`config.mk`:
```
export PLATFORM = sky130hd
export DESIGN_NAME = vtsi_finish
export DESIGN_NICKNAME = d
export VERILOG_FILES = /design/src/sv/vtsi_pkg.sv /design/src/sv/vtsi_finish.sv
export SDC_FILE = /design/constraint.sdc
export NUM_CORES = 1
export LEC_CHECK = 0
export ABC_CLOCK_PERIOD_IN_PS = 12600
export BUFFER_PORTS_ARGS = -buffer_cell sky130_fd_sc_hd__buf_2
export CORE_MARGIN = 2
export CORE_UTILIZATION = 30
export DETAILED_ROUTE_END_ITERATION = 6
export SLEW_MARGIN = 20
export SYNTH_ARGS = -nofsm -noshare
export SYNTH_HDL_FRONTEND = slang
export SYNTH_SLANG_ARGS = --single-unit
```
`constraint.sdc`:
```
create_clock -name vclk -period 12.6
set_input_delay 0.63 -clock vclk [all_inputs]
set_output_delay 0.63 -clock vclk [all_outputs]
set_load 0.02 [all_outputs]
```
`src/sv/vtsi_pkg.sv`:
```
package vtsi_pkg;

	localparam int COORD_BITS    = 16;
	localparam int ANGLE_BITS    = 16;
	localparam int MAX_SECTORS   = 64;
	localparam int CNT_BITS      = 7;
	localparam int IDX_BITS      = 6;
	localparam int CORD_W        = 64;
	localparam int Z_W           = 33;
	localparam int TURN_W        = 32;
	localparam int PRE_SHIFT     = 60 - COORD_BITS;
	localparam int ITERS         = 32;
	localparam int ITER_PER_STG  = 2;
	localparam int STAGES        = ITERS / ITER_PER_STG;
	localparam int PROD_W        = ANGLE_BITS + CNT_BITS;
	localparam int ADDR_BITS     = 3;

	localparam logic [TURN_W-1:0] EIGHTH_TURN  = 32'h2000_0000;
	localparam logic [TURN_W-1:0] QUARTER_TURN = 32'h4000_0000;
	localparam logic [TURN_W-1:0] HALF_TURN    = 32'h8000_0000;

	localparam logic [CNT_BITS-1:0] CNT_RESET = 7'd8;
	localparam logic [CNT_BITS-1:0] CNT_MAX   = CNT_BITS'(MAX_SECTORS);

	// register index within the config space (one register)
	localparam logic REG_SECTOR_COUNT = 1'b0;

	typedef struct packed {
		logic swap;     // octant was taken with x and y exchanged
		logic x_neg;
		logic x_zero;
		logic y_neg;
		logic y_zero;
	} quad_t;

	typedef struct packed {
		logic signed [CORD_W-1:0] x;
		logic signed [CORD_W-1:0] y;
		logic signed [Z_W-1:0]    z;
		quad_t                    quad;
	} cord_t;

	// round(atan(2^-i) * 2^32 / 2pi)
	function automatic logic [29:0] atan_val(input int i);
		logic [29:0] t;
		unique case (i)
			0:  t = 30'd536870912;
			1:  t = 30'd316933406;
			2:  t = 30'd167458907;
			3:  t = 30'd85004756;
			4:  t = 30'd42667331;
			5:  t = 30'd21354465;
			6:  t = 30'd10679838;
			7:  t = 30'd5340245;
			8:  t = 30'd2670163;
			9:  t = 30'd1335087;
			10: t = 30'd667544;
			11: t = 30'd333772;
			12: t = 30'd166886;
			13: t = 30'd83443;
			14: t = 30'd41722;
			15: t = 30'd20861;
			16: t = 30'd10430;
			17: t = 30'd5215;
			18: t = 30'd2608;
			19: t = 30'd1304;
			20: t = 30'd652;
			21: t = 30'd326;
			22: t = 30'd163;
			23: t = 30'd81;
			24: t = 30'd41;
			25: t = 30'd20;
			26: t = 30'd10;
			27: t = 30'd5;
			28: t = 30'd3;
			29: t = 30'd1;
			30: t = 30'd1;
			default: t = 30'd0;
		endcase
		return t;
	endfunction

	// shift that rounds toward zero for negative values
	function automatic logic signed [CORD_W-1:0] shr_sym(input logic signed [CORD_W-1:0] v,
			input int i);
		logic signed [CORD_W-1:0] n;
		n = -v;
		if (!v[CORD_W-1])
			return v >>> i;
		return -(n >>> i);
	endfunction

	// one vectoring rotation; a word whose y reached zero passes unchanged
	function automatic cord_t cord_iter(input cord_t c, input int i);
		cord_t r;
		logic signed [Z_W-1:0] t;
		r = c;
		t = $signed({3'b000, atan_val(i)});
		if (c.y != '0) begin
			if (!c.y[CORD_W-1]) begin
				r.x = c.x + shr_sym(c.y, i);
				r.y = c.y - shr_sym(c.x, i);
				r.z = c.z + t;
			end else begin
				r.x = c.x - shr_sym(c.y, i);
				r.y = c.y + shr_sym(c.x, i);
				r.z = c.z - t;
			end
		end
		return r;
	endfunction

endpackage

```
`src/sv/vtsi_finish.sv`:
```
module vtsi_finish
	import vtsi_pkg::*;
(
	input  cord_t                cord,
	input  logic [CNT_BITS-1:0]  sector_count,
	output logic [IDX_BITS-1:0]  sector_index,
	output logic                 valid_res
);

	logic [TURN_W-1:0]     z, q, turn;
	logic [ANGLE_BITS-1:0] ang;
	logic [CNT_BITS-1:0]   cnt, idx;
	logic [PROD_W-1:0]     prod;
	quad_t                 qd;

	always_comb begin
		qd = cord.quad;

		// clamp to the octant
		if (cord.z[Z_W-1])
			z = '0;
		else if (cord.z > $signed({1'b0, EIGHTH_TURN}))
			z = EIGHTH_TURN;
		else
			z = cord.z[TURN_W-1:0];

		q = qd.swap ? QUARTER_TURN - z : z;

		priority if (!qd.x_neg && !qd.x_zero && !qd.y_neg)
			turn = q;
		else if ((qd.x_neg || qd.x_zero) && !qd.y_neg && !qd.y_zero)
			turn = HALF_TURN - q;
		else if (qd.x_neg && (qd.y_neg || qd.y_zero))
			turn = HALF_TURN + q;
		else
			turn = '0 - q;

		// rotate so that straight down is zero
		ang = turn[TURN_W-1 -: ANGLE_BITS] + ANGLE_BITS'(1 << (ANGLE_BITS-2));

		cnt  = (sector_count > CNT_MAX) ? CNT_MAX : sector_count;
		prod = PROD_W'(ang) * PROD_W'(cnt) + PROD_W'(1 << (ANGLE_BITS-1));
		idx  = prod[PROD_W-1 -: CNT_BITS];
		// rounding can land on count itself, which wraps to zero
		if (idx == cnt)
			idx = '0;

		valid_res    = (cnt != '0) && !(qd.x_zero && qd.y_zero);
		sector_index = valid_res ? idx[IDX_BITS-1:0] : '0;
	end

endmodule

```
* Word-level counts from Yosys, hierarchy flattened
Cells that the tools add are included.
Operators by class: order comparisons 2, multipliers 1, reductions and logical operators 15, muxes and demuxes 9, $add $sub $neg 6, eq/ne operators 1
Operator list (count):
- 32-bit 2-to-1 mux | 6
- 33-bit by 31-bit > comparator with 1-bit output (second input constant) | 1
- 32-bit adder (first input constant) | 1
- 1-bit by 32-bit subtractor with 32-bit output (first input constant) | 1
- 31-bit by 32-bit subtractor with 32-bit output (first input constant) | 1
- 32-bit subtractor (first input constant) | 1
- 23-bit by 16-bit adder with 23-bit output (second input constant) | 1
- 16-bit by 7-bit multiplier with 23-bit output | 1
- 16-bit by 15-bit adder with 16-bit output (second input constant) | 1
- 6-bit 2-to-1 mux | 2
- 7-bit equality test | 1
- 7-bit > comparator (second input constant) | 1
- 1-bit logical AND | 7
- 7-bit 2-to-1 mux | 1
- 7-bit nonzero test | 1
- 1-bit logical NOT | 5
- 1-bit logical OR | 2
Storage, ports and cells: output and inout port bits 7, word-level logic and storage cells 34, register bits 0, input bits 173

* Logic depth before layout (Yosys ltp)
Gate-level depths: netlist (run 1).
depth after elaboration 15, depth in mapped cells 37, mapped depth without buffers 35

* Worst setup path before layout (run 1)
OpenSTA, ideal clock, no wires.
kind input -> output, from in cord[36] (netlist name), to out sector_index[2], buffers on the path 2, slack 2.950 ns, stages 35, arrival 9.020 ns, required time 11.970 ns, path through nor4_1 -> clkbuf_1 -> nand2_1 -> ha_1 -> clkbuf_1 -> or4_1 -> a21oi_1 -> a31oi_1 -> o32ai_1 -> a31oi_2 -> or2_1 -> nor4_2 -> nand2_1 -> o21ai_1 -> xor2_1 -> nor2_1 -> fa_1 -> fa_1 -> fa_1 -> inv_1 -> fa_1 -> inv_1 -> ha_1 -> a21o_1 -> a21o_1 -> a21oi_1 -> o21ai_0 -> o211ai_1 -> nand3b_1 -> nor3b_1 -> a31oi_2 -> xnor3_1 -> a221oi_2 -> and4bb_4 -> nor3b_1
On the way: word-level cells in the longest chain between the ends 15, elaborated cells between the ends (all ways) 17, those cells by class 6 x add/sub; 1 x mul; 1 x order compare; 1 x eq/ne; 8 x mux
RTL lines:
- from (decl) | RTL line vtsi_finish.sv:4 | input cord_t cord,
- 33-bit by 31-bit > comparator with 1-bit output | RTL line vtsi_finish.sv:22 | else if (cord.z > $signed({1'b0, EIGHTH_TURN}))
- 32-bit 2-to-1 mux (*) | RTL line vtsi_finish.sv:22
- 32-bit 2-to-1 mux (*) | RTL line vtsi_finish.sv:20 | if (cord.z[Z_W-1])
- 31-bit by 32-bit subtractor with 32-bit output | RTL line vtsi_finish.sv:27 | q = qd.swap ? QUARTER_TURN - z : z;
- 32-bit 2-to-1 mux (*) | RTL line vtsi_finish.sv:27
- 1-bit by 32-bit subtractor with 32-bit output or 32-bit adder (tied branches) | RTL line vtsi_finish.sv:36, vtsi_finish.sv:34
- 32-bit 2-to-1 mux | RTL line vtsi_finish.sv:33 | else if (qd.x_neg && (qd.y_neg || qd.y_zero))
- 32-bit 2-to-1 mux | RTL line vtsi_finish.sv:31 | else if ((qd.x_neg || qd.x_zero) && !qd.y_neg && !qd.y_zero)
- 32-bit 2-to-1 mux (*) | RTL line vtsi_finish.sv:29 | priority if (!qd.x_neg && !qd.x_zero && !qd.y_neg)
- 16-bit by 15-bit adder with 16-bit output (*) | RTL line vtsi_finish.sv:39 | ang = turn[TURN_W-1 -: ANGLE_BITS] + ANGLE_BITS'(1 << (ANGLE_BITS-2));
- 16-bit by 7-bit multiplier with 23-bit output (*) | RTL line vtsi_finish.sv:42 | prod = PROD_W'(ang) * PROD_W'(cnt) + PROD_W'(1 << (ANGLE_BITS-1));
- 23-bit by 16-bit adder with 23-bit output (*) | RTL line vtsi_finish.sv:42
- 7-bit equality test | RTL line vtsi_finish.sv:45 | if (idx == cnt)
- 6-bit 2-to-1 mux (*) | RTL line vtsi_finish.sv:45
- 6-bit 2-to-1 mux (*) | RTL line vtsi_finish.sv:49 | sector_index = valid_res ? idx[IDX_BITS-1:0] : '0;
- to (decl) | RTL line vtsi_finish.sv:6 | output logic [IDX_BITS-1:0] sector_index,
Every way passes the cells marked *; elsewhere a longest branch is shown, timed or not.

* Worst setup path in the final report (run 1)
from in cord[36] (netlist name), to out sector_index[0]
The elaborated chain is that of the path after synthesis.

==> metrics.log, run 1 <==
INFO  metric syn-mean-instance-area = 7.255 µm²
INFO  metric seq_cells = 0
INFO  metric firstDrtPassIters = 5
INFO  metric endpoint_of_the_worst_hold_path = valid_res
INFO  metric final_layout_size_suffix_gt1_frac = 0.1027
INFO  metric post_synth_num_cell_types = 74
INFO  metric area_growth_syn_to_layout = 8.646%
INFO  metric cp.arrival = 10220 ps
INFO  metric die_w = 138.7 µm
INFO  metric pwr_density_cell = 87.73 nW/µm²
INFO  metric timing.critical_path.mode_cell = sky130_fd_sc_hd__fa_1
INFO  metric postcts_resize_cnt = 0
INFO  metric slew_headroom = 0.3640
INFO  metric netlist.top_cell.by_area = sky130_fd_sc_hd__fa_1
INFO  metric pin_count_of_the_biggest_net_entering_global_routing = 28
INFO  metric cp.required = 11970 ps
INFO  metric cap_violations = 0
INFO  metric timing.hold.worst.class = in -> out
INFO  metric multiInputGateArea = 4952 µm²
INFO  metric gp_congestion = 0.8709
INFO  metric postCtsSetupRepairBufs = 0
INFO  metric synthSimpleGateAreaFrac = 0.2879
INFO  metric netSwitchingPower = 322.3 µW
INFO  metric cpMaxStageDelayCell = sky130_fd_sc_hd__xor2_1
INFO  metric final_cell_count_no_fill = 1008
INFO  metric io_buffers = 52
INFO  metric fin_worst_hold_slack = 1840 ps
INFO  metric end_kind = output pin
INFO  metric critical_path_class = in -> out
INFO  metric final_routed_drc_violation_total = 0
INFO  metric post_layout_power = 518.6 µW
INFO  metric yosysWarningCount = 0
INFO  metric floorplan.io_pins = 180
INFO  metric grtUsageTotal = 0.1612
INFO  metric placement_rows = 49
INFO  metric critical_path.max_fanout = 19
INFO  metric seq_power_share = 0
INFO  metric tightestPinTransition = 947.2 ps
INFO  metric synth_compound_gate_area_share = 0.1782
INFO  metric maxClockFrequency = 92.17 MHz
INFO  metric clockPowerShare = 0
INFO  metric antenna_found_initial = 0
INFO  metric switching_share = 0.6214
INFO  metric muxShareOfSynthArea = 0.01127
INFO  metric whs_path_depth = 3
INFO  metric drt_iter0_markers = 288
INFO  metric final.period_utilization = 0.8611
INFO  metric drt-total-wl = 15510 µm
INFO  metric hpwlAfterDp = 12630 µm
INFO  metric fill_cells = 1980
INFO  metric cts.hold.buffers_added = 0
INFO  metric hold_viol_final = 0
INFO  metric comb_power_share = 1.000
INFO  metric setup_repair_after_global_routing_missed_its_margin = no
INFO  metric synth_sequential_area_ratio = 0
INFO  metric total_die_area = 19230 µm²
INFO  metric min-delay-start = cord[0]
INFO  metric first_pass_grt_wire_length = 26560 µm
INFO  metric totalNegativeSetupSlack = 0 ps
INFO  metric post-place-cells = 1008
INFO  metric fin_nets = 1074
INFO  metric detail_routed_net_length_per_standard_cell = 15.39 µm
INFO  metric power.internal = 196.4 µW
INFO  metric result_of_the_run = completed
INFO  metric setup_viol_count_final = 0
INFO  metric floorplan.core_area = 17900 µm²
INFO  metric report.final.slew_viol_count = 0
INFO  metric startpoint = cord[36]
INFO  metric grt_overflow = 0
INFO  metric net_count_of_the_mapped_netlist = 1043
INFO  metric n_clock_buffer = 0
INFO  metric synth_fa_ha_area_frac = 0.3711
INFO  metric most_numerous_cell_in_the_yosys_netlist = sky130_fd_sc_hd__nor2_1
INFO  metric synth.top_cells.by_area = sky130_fd_sc_hd__fa_1, sky130_fd_sc_hd__ha_1, sky130_fd_sc_hd__nor2_1, sky130_fd_sc_hd__inv_1, sky130_fd_sc_hd__nand2_1
INFO  metric synth_top_cells_by_count = sky130_fd_sc_hd__nor2_1, sky130_fd_sc_hd__inv_1, sky130_fd_sc_hd__fa_1, sky130_fd_sc_hd__nand2_1, sky130_fd_sc_hd__ha_1
INFO  metric synth_top_family_by_area = adder cells
INFO  metric xor_xnor_fraction_of_synth_area = 0.06047
INFO  metric power_leakage = 0.002849 µW
INFO  metric vias = 5434
INFO  metric post_synth_instance_area = 5441 µm²
INFO  metric start_kind = primary input
INFO  metric ant_nets = 0
INFO  metric synth_top_area_frac = 0.2539
INFO  metric regArea = 0 µm²
INFO  metric antenna_cells = 0
INFO  metric critical_path.max_stage_delay = 680 ps
INFO  metric die-height = 138.7 µm
INFO  metric netlist_instances = 750
INFO  metric average_vias_per_placed_instance = 5.391
INFO  metric period_needed = 10850 ps
INFO  metric number_of_global_route_vias_before_repair = 5288
INFO  metric peak_supply_drop = 77.32 µV
INFO  metric initial_core_util = 0.3040
## power by group through the flow
stage               sequential (µW)  clock (µW)  combinational [µW]
floorplan                         0           0                 385
global placement                  0           0                 513
detailed placement                0           0                 511
CTS                               0           0                 517
global route                      0           0                 591
finish                            0           0                 519
## worst max-delay path by stage
stage,end,slack (ps)
final,sector_index[0],1750
after global routing,sector_index[2],960
after CTS,sector_index[2],1820
after detailed placement,sector_index[2],1870
after global placement,sector_index[2],1810
after floorplan,sector_index[2],2950
## cell type report
type	count	area share
Timing Repair Buffer	54	0.04656
Multi-Input combinational cell	619	0.8377
Inverter	106	0.06730
Tap cell	229	0.04847
## kinds of logic (layout without fill, tap and decap cells)
| family | Yosys count | after routing |
|---|---|---|
| xor+xnor | 36 | 36 |
| buf+inv | 131 | 160 |
| compound gates | 141 | 141 |
| simple gates | 316 | 316 |
| fa+ha+maj | 120 | 120 |
| mux | 6 | 6 |
## cells in the final DEF (no fill, tap or decap), types with 8 or more instances in the layout
master / instances
sky130_fd_sc_hd__a21o_1: 9
sky130_fd_sc_hd__a21oi_1: 30
sky130_fd_sc_hd__a31oi_1: 13
sky130_fd_sc_hd__buf_2: 52
sky130_fd_sc_hd__fa_1: 69
sky130_fd_sc_hd__ha_1: 51
sky130_fd_sc_hd__inv_1: 105
sky130_fd_sc_hd__nand2_1: 66
sky130_fd_sc_hd__nand2b_1: 11
sky130_fd_sc_hd__nand3_1: 19
sky130_fd_sc_hd__nand4_1: 8
sky130_fd_sc_hd__nor2_1: 113
sky130_fd_sc_hd__nor2b_1: 11
sky130_fd_sc_hd__nor3_1: 24
sky130_fd_sc_hd__nor4_1: 10
sky130_fd_sc_hd__o211ai_1: 8
sky130_fd_sc_hd__o21ai_0: 25
sky130_fd_sc_hd__or2_2: 11
sky130_fd_sc_hd__or4_1: 8
sky130_fd_sc_hd__xnor2_1: 19
sky130_fd_sc_hd__xor2_1: 16
## worst max-delay path: cells and delay by family
family,cells,cell delay (ps)
xor gates and xnor gates,1,680
buffers and inverters,5,620
and+or+nand+nor,13,3080
adders and majority gates,6,2890
muxes,3,470
AOI/OAI and AO/OA,9,1790
## metal layers
layer,up-vias,GRT usage,routed length [µm]
met5,-,0,0
met4,0,0.004253,23
li1,2631,-,-
met1,2631,0.2385,7298
met2,166,0.2811,7385
met3,6,0.002072,803
## stage by stage
| stage | cell area, µm² | util | setup slack (ps) |
|---|---|---|---|
| after floorplan | 5441 | - | 2950 |
| after global placement | 5912 | 0.3302 | 1810 |
| after detailed placement | 5912 | 0.3302 | 1868 |
| after CTS | 5912 | 0.3302 | 1821 |
| after global routing | 5912 | 0.3302 | 960.9 |
| final | 5912 | 0.3302 | 1751 |
Power figures use the tool's default switching activity.
==> inputs of run 2 (changes only) <==
PLACE_DENSITY = 0.64   (was unset)
==> metrics.log, run 2 (synthesized netlist as in run 1, its figures left out) <==
INFO  metric grt_util_met2 = 0.2684 (was 0.2811)
INFO  metric total_die_area = 19230 µm² (unchanged)
INFO  metric detail_routed_net_length_per_standard_cell = 15.11 µm (was 15.39 µm)
INFO  metric drt-total-wl = 15220 µm (was 15510 µm)
INFO  metric average_vias_per_placed_instance = 5.394 (was 5.391)
INFO  metric final_common_cell = sky130_fd_sc_hd__nor2_1 (unchanged)
INFO  metric regArea = 0 µm² (unchanged)
INFO  metric gp_congestion = 0.8984 (was 0.8709)
INFO  metric area_growth_syn_to_layout = 8.508% (was 8.646%)
INFO  metric vias = 5432 (was 5434)
INFO  metric cap_violations = 0 (unchanged)
INFO  metric critical_path.max_fanout = 19 (unchanged)
INFO  metric final_layout_size_suffix_gt1_frac = 0.1015 (was 0.1027)
INFO  metric power_leakage = 0.002844 µW (was 0.002849 µW)
INFO  metric mostFrequentLayoutCells = sky130_fd_sc_hd__nor2_1, sky130_fd_sc_hd__inv_1, sky130_fd_sc_hd__fa_1 (unchanged)
INFO  metric seq_power_share = 0 (about the same)
INFO  metric die_w = 138.7 µm (unchanged)
INFO  metric globalRoute.busiestLayer = met2 (unchanged)
INFO  metric met3_usage = 0.005525 (was 0.002072)
INFO  metric first_pass_grt_wire_length = 25770 µm (was 26560 µm)
INFO  metric floorplan.core_area = 17900 µm² (unchanged)
INFO  metric initial_core_util = 0.3040 (unchanged)
INFO  metric pin_count_of_the_biggest_net_entering_global_routing = 28 (unchanged)
INFO  metric critical_path_class = in -> out (unchanged)
INFO  metric placement_rows = 49 (unchanged)
INFO  metric n_clock_buffer = 0 (unchanged)
INFO  metric seq_cells = 0 (unchanged)
INFO  metric start_kind = primary input (unchanged)
INFO  metric final_routed_drc_violation_total = 0 (unchanged)
INFO  metric die-height = 138.7 µm (unchanged)
INFO  metric floorplan.io_pins = 180 (unchanged)
INFO  metric cp.arrival = 10160 ps (was 10220 ps)
INFO  metric slew_headroom = 0.3522 (was 0.3640)
INFO  metric antenna_cells = 0 (unchanged)
INFO  metric firstDrtPassIters = 5 (unchanged)
INFO  metric min-delay-start = cord[0] (unchanged)
INFO  metric peak_supply_drop = 72.67 µV (was 77.32 µV)
INFO  metric maxClockFrequency = 92.68 MHz (was 92.17 MHz)
INFO  metric netSwitchingPower = 321.8 µW (was 322.3 µW)
INFO  metric setup_viol_count_final = 0 (unchanged)
INFO  metric fin_nets = 1073 (was 1074)
INFO  metric report.final.slew_viol_count = 0 (unchanged)
INFO  metric switching_share = 0.6211 (was 0.6214)
INFO  metric hold_viol_final = 0 (unchanged)
INFO  metric grt_util_met1 = 0.2266 (was 0.2385)
INFO  metric grt_overflow = 0 (unchanged)
INFO  metric ant_nets = 0 (unchanged)
INFO  metric post_layout_power = 518.1 µW (was 518.6 µW)
INFO  metric tightestPinTransition = 964.8 ps (was 947.2 ps)
INFO  metric endpoint_of_the_worst_hold_path = valid_res (unchanged)
INFO  metric drt_iter0_markers = 343 (was 288)
INFO  metric timing.critical_path.mode_cell = sky130_fd_sc_hd__fa_1 (unchanged)
INFO  metric period_needed = 10790 ps (was 10850 ps)
INFO  metric cp.required = 11970 ps (about the same)
INFO  metric pwr_density_cell = 87.75 nW/µm² (was 87.73 nW/µm²)
INFO  metric critical_path.max_stage_delay = 680 ps (about the same)
INFO  metric setup_repair_after_global_routing_missed_its_margin = no (unchanged)
INFO  metric timing.hold.worst.class = in -> out (unchanged)
INFO  metric grtUsageTotal = 0.1563 (was 0.1612)
INFO  metric end_kind = output pin (unchanged)
INFO  metric antenna_found_initial = 0 (unchanged)
INFO  metric postCtsSetupRepairBufs = 0 (unchanged)
INFO  metric clockPowerShare = 0 (about the same)
INFO  metric cts.hold.buffers_added = 0 (unchanged)
INFO  metric final.period_utilization = 0.8563 (was 0.8611)
INFO  metric power.internal = 196.3 µW (was 196.4 µW)
INFO  metric cpMaxStageDelayCell = sky130_fd_sc_hd__xor2_1 (unchanged)
INFO  metric hpwlAfterDp = 12390 µm (was 12630 µm)
INFO  metric whs_path_depth = 3 (unchanged)
INFO  metric comb_power_share = 1.000 (about the same)
INFO  metric postcts_resize_cnt = 0 (unchanged)
INFO  metric number_of_global_route_vias_before_repair = 5188 (was 5288)
INFO  metric io_buffers = 52 (unchanged)
INFO  metric result_of_the_run = completed (unchanged)
INFO  metric final_core_util = 0.3298 (was 0.3302)
INFO  metric totalNegativeSetupSlack = 0 ps (unchanged)
run 2: cell type report:
cell class	count	area [µm²]
fillers	1969	12000
inverters	106	397.9
multi-input cells	619	4952
well taps	229	286.5
repair buffers	53	267.8
run 2: routing by layer:
layer	part of all wire	wire, µm	up-vias
met3	0.058	875	14
met4	0.0091	138	0
met1	0.46	7051	2620
li1	-	-	2616
met2	0.47	7152	182
met5	0	0	-
run 2: stage by stage:
stage / setup slack [ps] / std cells / instance area [µm²] / hold WS, ps
CTS: 1896 / 1007 / 5904 / 1843
global placement: 1913 / 1007 / 5904 / 1838
global route: 1164 / 1007 / 5904 / 1888
floorplan: 2950 / 750 / 5441 / 1473
finish: 1811 / 1007 / 5904 / 1860
detailed placement: 1926 / 1007 / 5904 / 1840
run 2: worst max-delay path: cells and delay by family:
family | cells | cell delay [ps]
buffers and inverters | 5 | 620
AOI/OAI and AO/OA | 9 | 1770
muxes | 3 | 470
adders and majority gates | 6 | 2860
and+or+nand+nor | 13 | 3110
xor gates and xnor gates | 1 | 680
run 2: power by group through the flow:
stage | logic [µW] | clock network (µW) | registers, µW
global placement | 505 | 0 | 0
floorplan | 385 | 0 | 0
CTS | 515 | 0 | 0
finish | 518 | 0 | 0
detailed placement | 508 | 0 | 0
global route | 584 | 0 | 0
run 2: worst max-delay path by stage:
stage                     startpoint  slack [ps]  cells past startpoint         endpoint
after floorplan             cord[36]        2950                     35  sector_index[2]
after global placement      cord[36]        1910                     36  sector_index[2]
after detailed placement    cord[36]        1930                     37  sector_index[0]
after CTS                   cord[36]        1900                     37  sector_index[0]
after global routing        cord[36]        1160                     37  sector_index[2]
final                       cord[36]        1810                     37  sector_index[0]
==> inputs of run 3 (changes only) <==
CAP_MARGIN = 20   (was unset)
CORE_ASPECT_RATIO = 1.25   (was unset)
REMOVE_ABC_BUFFERS = 1   (was unset)
==> metrics.log, run 3 (synthesized netlist as in run 1, its figures left out) <==
INFO  metric cpMaxStageDelayCell = sky130_fd_sc_hd__xor2_1 (unchanged)
INFO  metric power.internal = 196.3 µW (about the same)
INFO  metric fin_nets = 1074 (was 1073)
INFO  metric placement_rows = 55 (was 49)
INFO  metric initial_core_util = 0.3030 (was 0.3040)
INFO  metric critical_path.max_fanout = 19 (unchanged)
INFO  metric result_of_the_run = completed (unchanged)
INFO  metric die-height = 154.6 µm (was 138.7 µm)
INFO  metric mostFrequentLayoutCells = sky130_fd_sc_hd__nor2_1, sky130_fd_sc_hd__inv_1, sky130_fd_sc_hd__fa_1 (unchanged)
INFO  metric ant_nets = 0 (unchanged)
INFO  metric final.period_utilization = 0.8673 (was 0.8563)
INFO  metric first_pass_grt_wire_length = 26300 µm (was 25770 µm)
INFO  metric final_common_cell = sky130_fd_sc_hd__nor2_1 (unchanged)
INFO  metric gp_congestion = 0.8855 (was 0.8984)
INFO  metric end_kind = output pin (unchanged)
INFO  metric cts.hold.buffers_added = 0 (unchanged)
INFO  metric grtUsageTotal = 0.1625 (was 0.1563)
INFO  metric totalNegativeSetupSlack = 0 ps (unchanged)
INFO  metric floorplan.io_pins = 180 (unchanged)
INFO  metric vias = 5429 (was 5432)
INFO  metric final_core_util = 0.3291 (was 0.3298)
INFO  metric number_of_global_route_vias_before_repair = 5489 (was 5188)
INFO  metric setup_viol_count_final = 0 (unchanged)
INFO  metric setup_repair_after_global_routing_missed_its_margin = no (unchanged)
INFO  metric firstDrtPassIters = 5 (unchanged)
INFO  metric report.final.slew_viol_count = 0 (unchanged)
INFO  metric pin_count_of_the_biggest_net_entering_global_routing = 28 (unchanged)
INFO  metric die_w = 124.5 µm (was 138.7 µm)
INFO  metric final_routed_drc_violation_total = 0 (unchanged)
INFO  metric hpwlAfterDp = 13130 µm (was 12390 µm)
INFO  metric regArea = 0 µm² (unchanged)
INFO  metric critical_path_class = in -> out (unchanged)
INFO  metric peak_supply_drop = 56.66 µV (was 72.67 µV)
INFO  metric antenna_cells = 0 (unchanged)
INFO  metric io_buffers = 52 (unchanged)
INFO  metric floorplan.core_area = 17960 µm² (was 17900 µm²)
INFO  metric seq_cells = 0 (unchanged)
INFO  metric drt-total-wl = 15890 µm (was 15220 µm)
INFO  metric postCtsSetupRepairBufs = 0 (unchanged)
INFO  metric area_growth_syn_to_layout = 8.623% (was 8.508%)
INFO  metric power_leakage = 0.002848 µW (was 0.002844 µW)
INFO  metric cp.arrival = 10300 ps (was 10160 ps)
INFO  metric total_die_area = 19240 µm² (was 19230 µm²)
INFO  metric detail_routed_net_length_per_standard_cell = 15.78 µm (was 15.11 µm)
INFO  metric timing.hold.worst.class = in -> out (unchanged)
INFO  metric hold_viol_final = 0 (unchanged)
INFO  metric postcts_resize_cnt = 0 (unchanged)
INFO  metric timing.critical_path.mode_cell = sky130_fd_sc_hd__fa_1 (unchanged)
INFO  metric grt_overflow = 0 (unchanged)
INFO  metric average_vias_per_placed_instance = 5.391 (was 5.394)
INFO  metric comb_power_share = 1.000 (about the same)
INFO  metric antenna_found_initial = 0 (unchanged)
INFO  metric cap_violations = 0 (unchanged)
INFO  metric critical_path.max_stage_delay = 740 ps (was 680 ps)
INFO  metric netSwitchingPower = 322.4 µW (was 321.8 µW)
INFO  metric clockPowerShare = 0 (about the same)
INFO  metric cp.required = 11970 ps (about the same)
INFO  metric drt_iter0_markers = 315 (was 343)
INFO  metric n_clock_buffer = 0 (unchanged)
INFO  metric switching_share = 0.6215 (was 0.6211)
INFO  metric start_kind = primary input (unchanged)
INFO  metric period_needed = 10930 ps (was 10790 ps)
INFO  metric final_layout_size_suffix_gt1_frac = 0.1027 (was 0.1015)
INFO  metric pwr_density_cell = 87.76 nW/µm² (was 87.75 nW/µm²)
INFO  metric slew_headroom = 0.3718 (was 0.3522)
INFO  metric tightestPinTransition = 935.5 ps (was 964.8 ps)
INFO  metric seq_power_share = 0 (about the same)
INFO  metric maxClockFrequency = 91.51 MHz (was 92.68 MHz)
==> run 3: power groups by stage <==
stage,Combinational [µW],Sequential [µW],Clock (µW)
floorplan,381,0,0
global placement,511,0,0
detailed placement,514,0,0
CTS,519,0,0
global route,586,0,0
finish,519,0,0
==> run 3: path summary, 6_finish.rpt <==
kind | cells after the start | start | slack, ps | endpoint
worst max-delay path | 36 | cord[36] | 1670 | sector_index[0]
worst min-delay path | 3 | cord[0] | 1840 | valid_res
==> run 3: stage by stage <==
stage	total power (µW)	instance area [µm²]	setup WS, ps	hold WS [ps]	instances
after floorplan	380.6	5344	2494	1473	725
after global placement	510.9	5911	1828	1849	1007
final	518.7	5911	1672	1840	1007
after global routing	586.2	5911	960.3	1883	1007
after detailed placement	513.7	5911	1822	1839	1007
after CTS	518.9	5911	1803	1840	1007
==> run 3: final cells by class <==
cell class / count / area, µm²
fillers: 1981 / 12050
multi-input cells: 619 / 4952
inverters: 106 / 397.9
well taps: 228 / 285.3
repair buffers: 54 / 275.3
==> run 3: per-layer routing <==
metal | wire, µm | share of wire | GRT usage
met5 | 0 | 0 | 0
met4 | 363 | 0.023 | 0.03906
met1 | 6512 | 0.41 | 0.1983
met3 | 673 | 0.042 | 0.007610
met2 | 8341 | 0.52 | 0.3123
==> run 3: worst max-delay path: cells and delay by family <==
family / cells / cell delay, ps
multiplexers: 3 / 450
adder cells (fa/ha/maj): 6 / 2870
buffers and inverters: 5 / 620
XOR/XNOR: 1 / 740
AO/OA/AOI/OAI: 7 / 1490
AND/OR/NAND/NOR: 14 / 3500
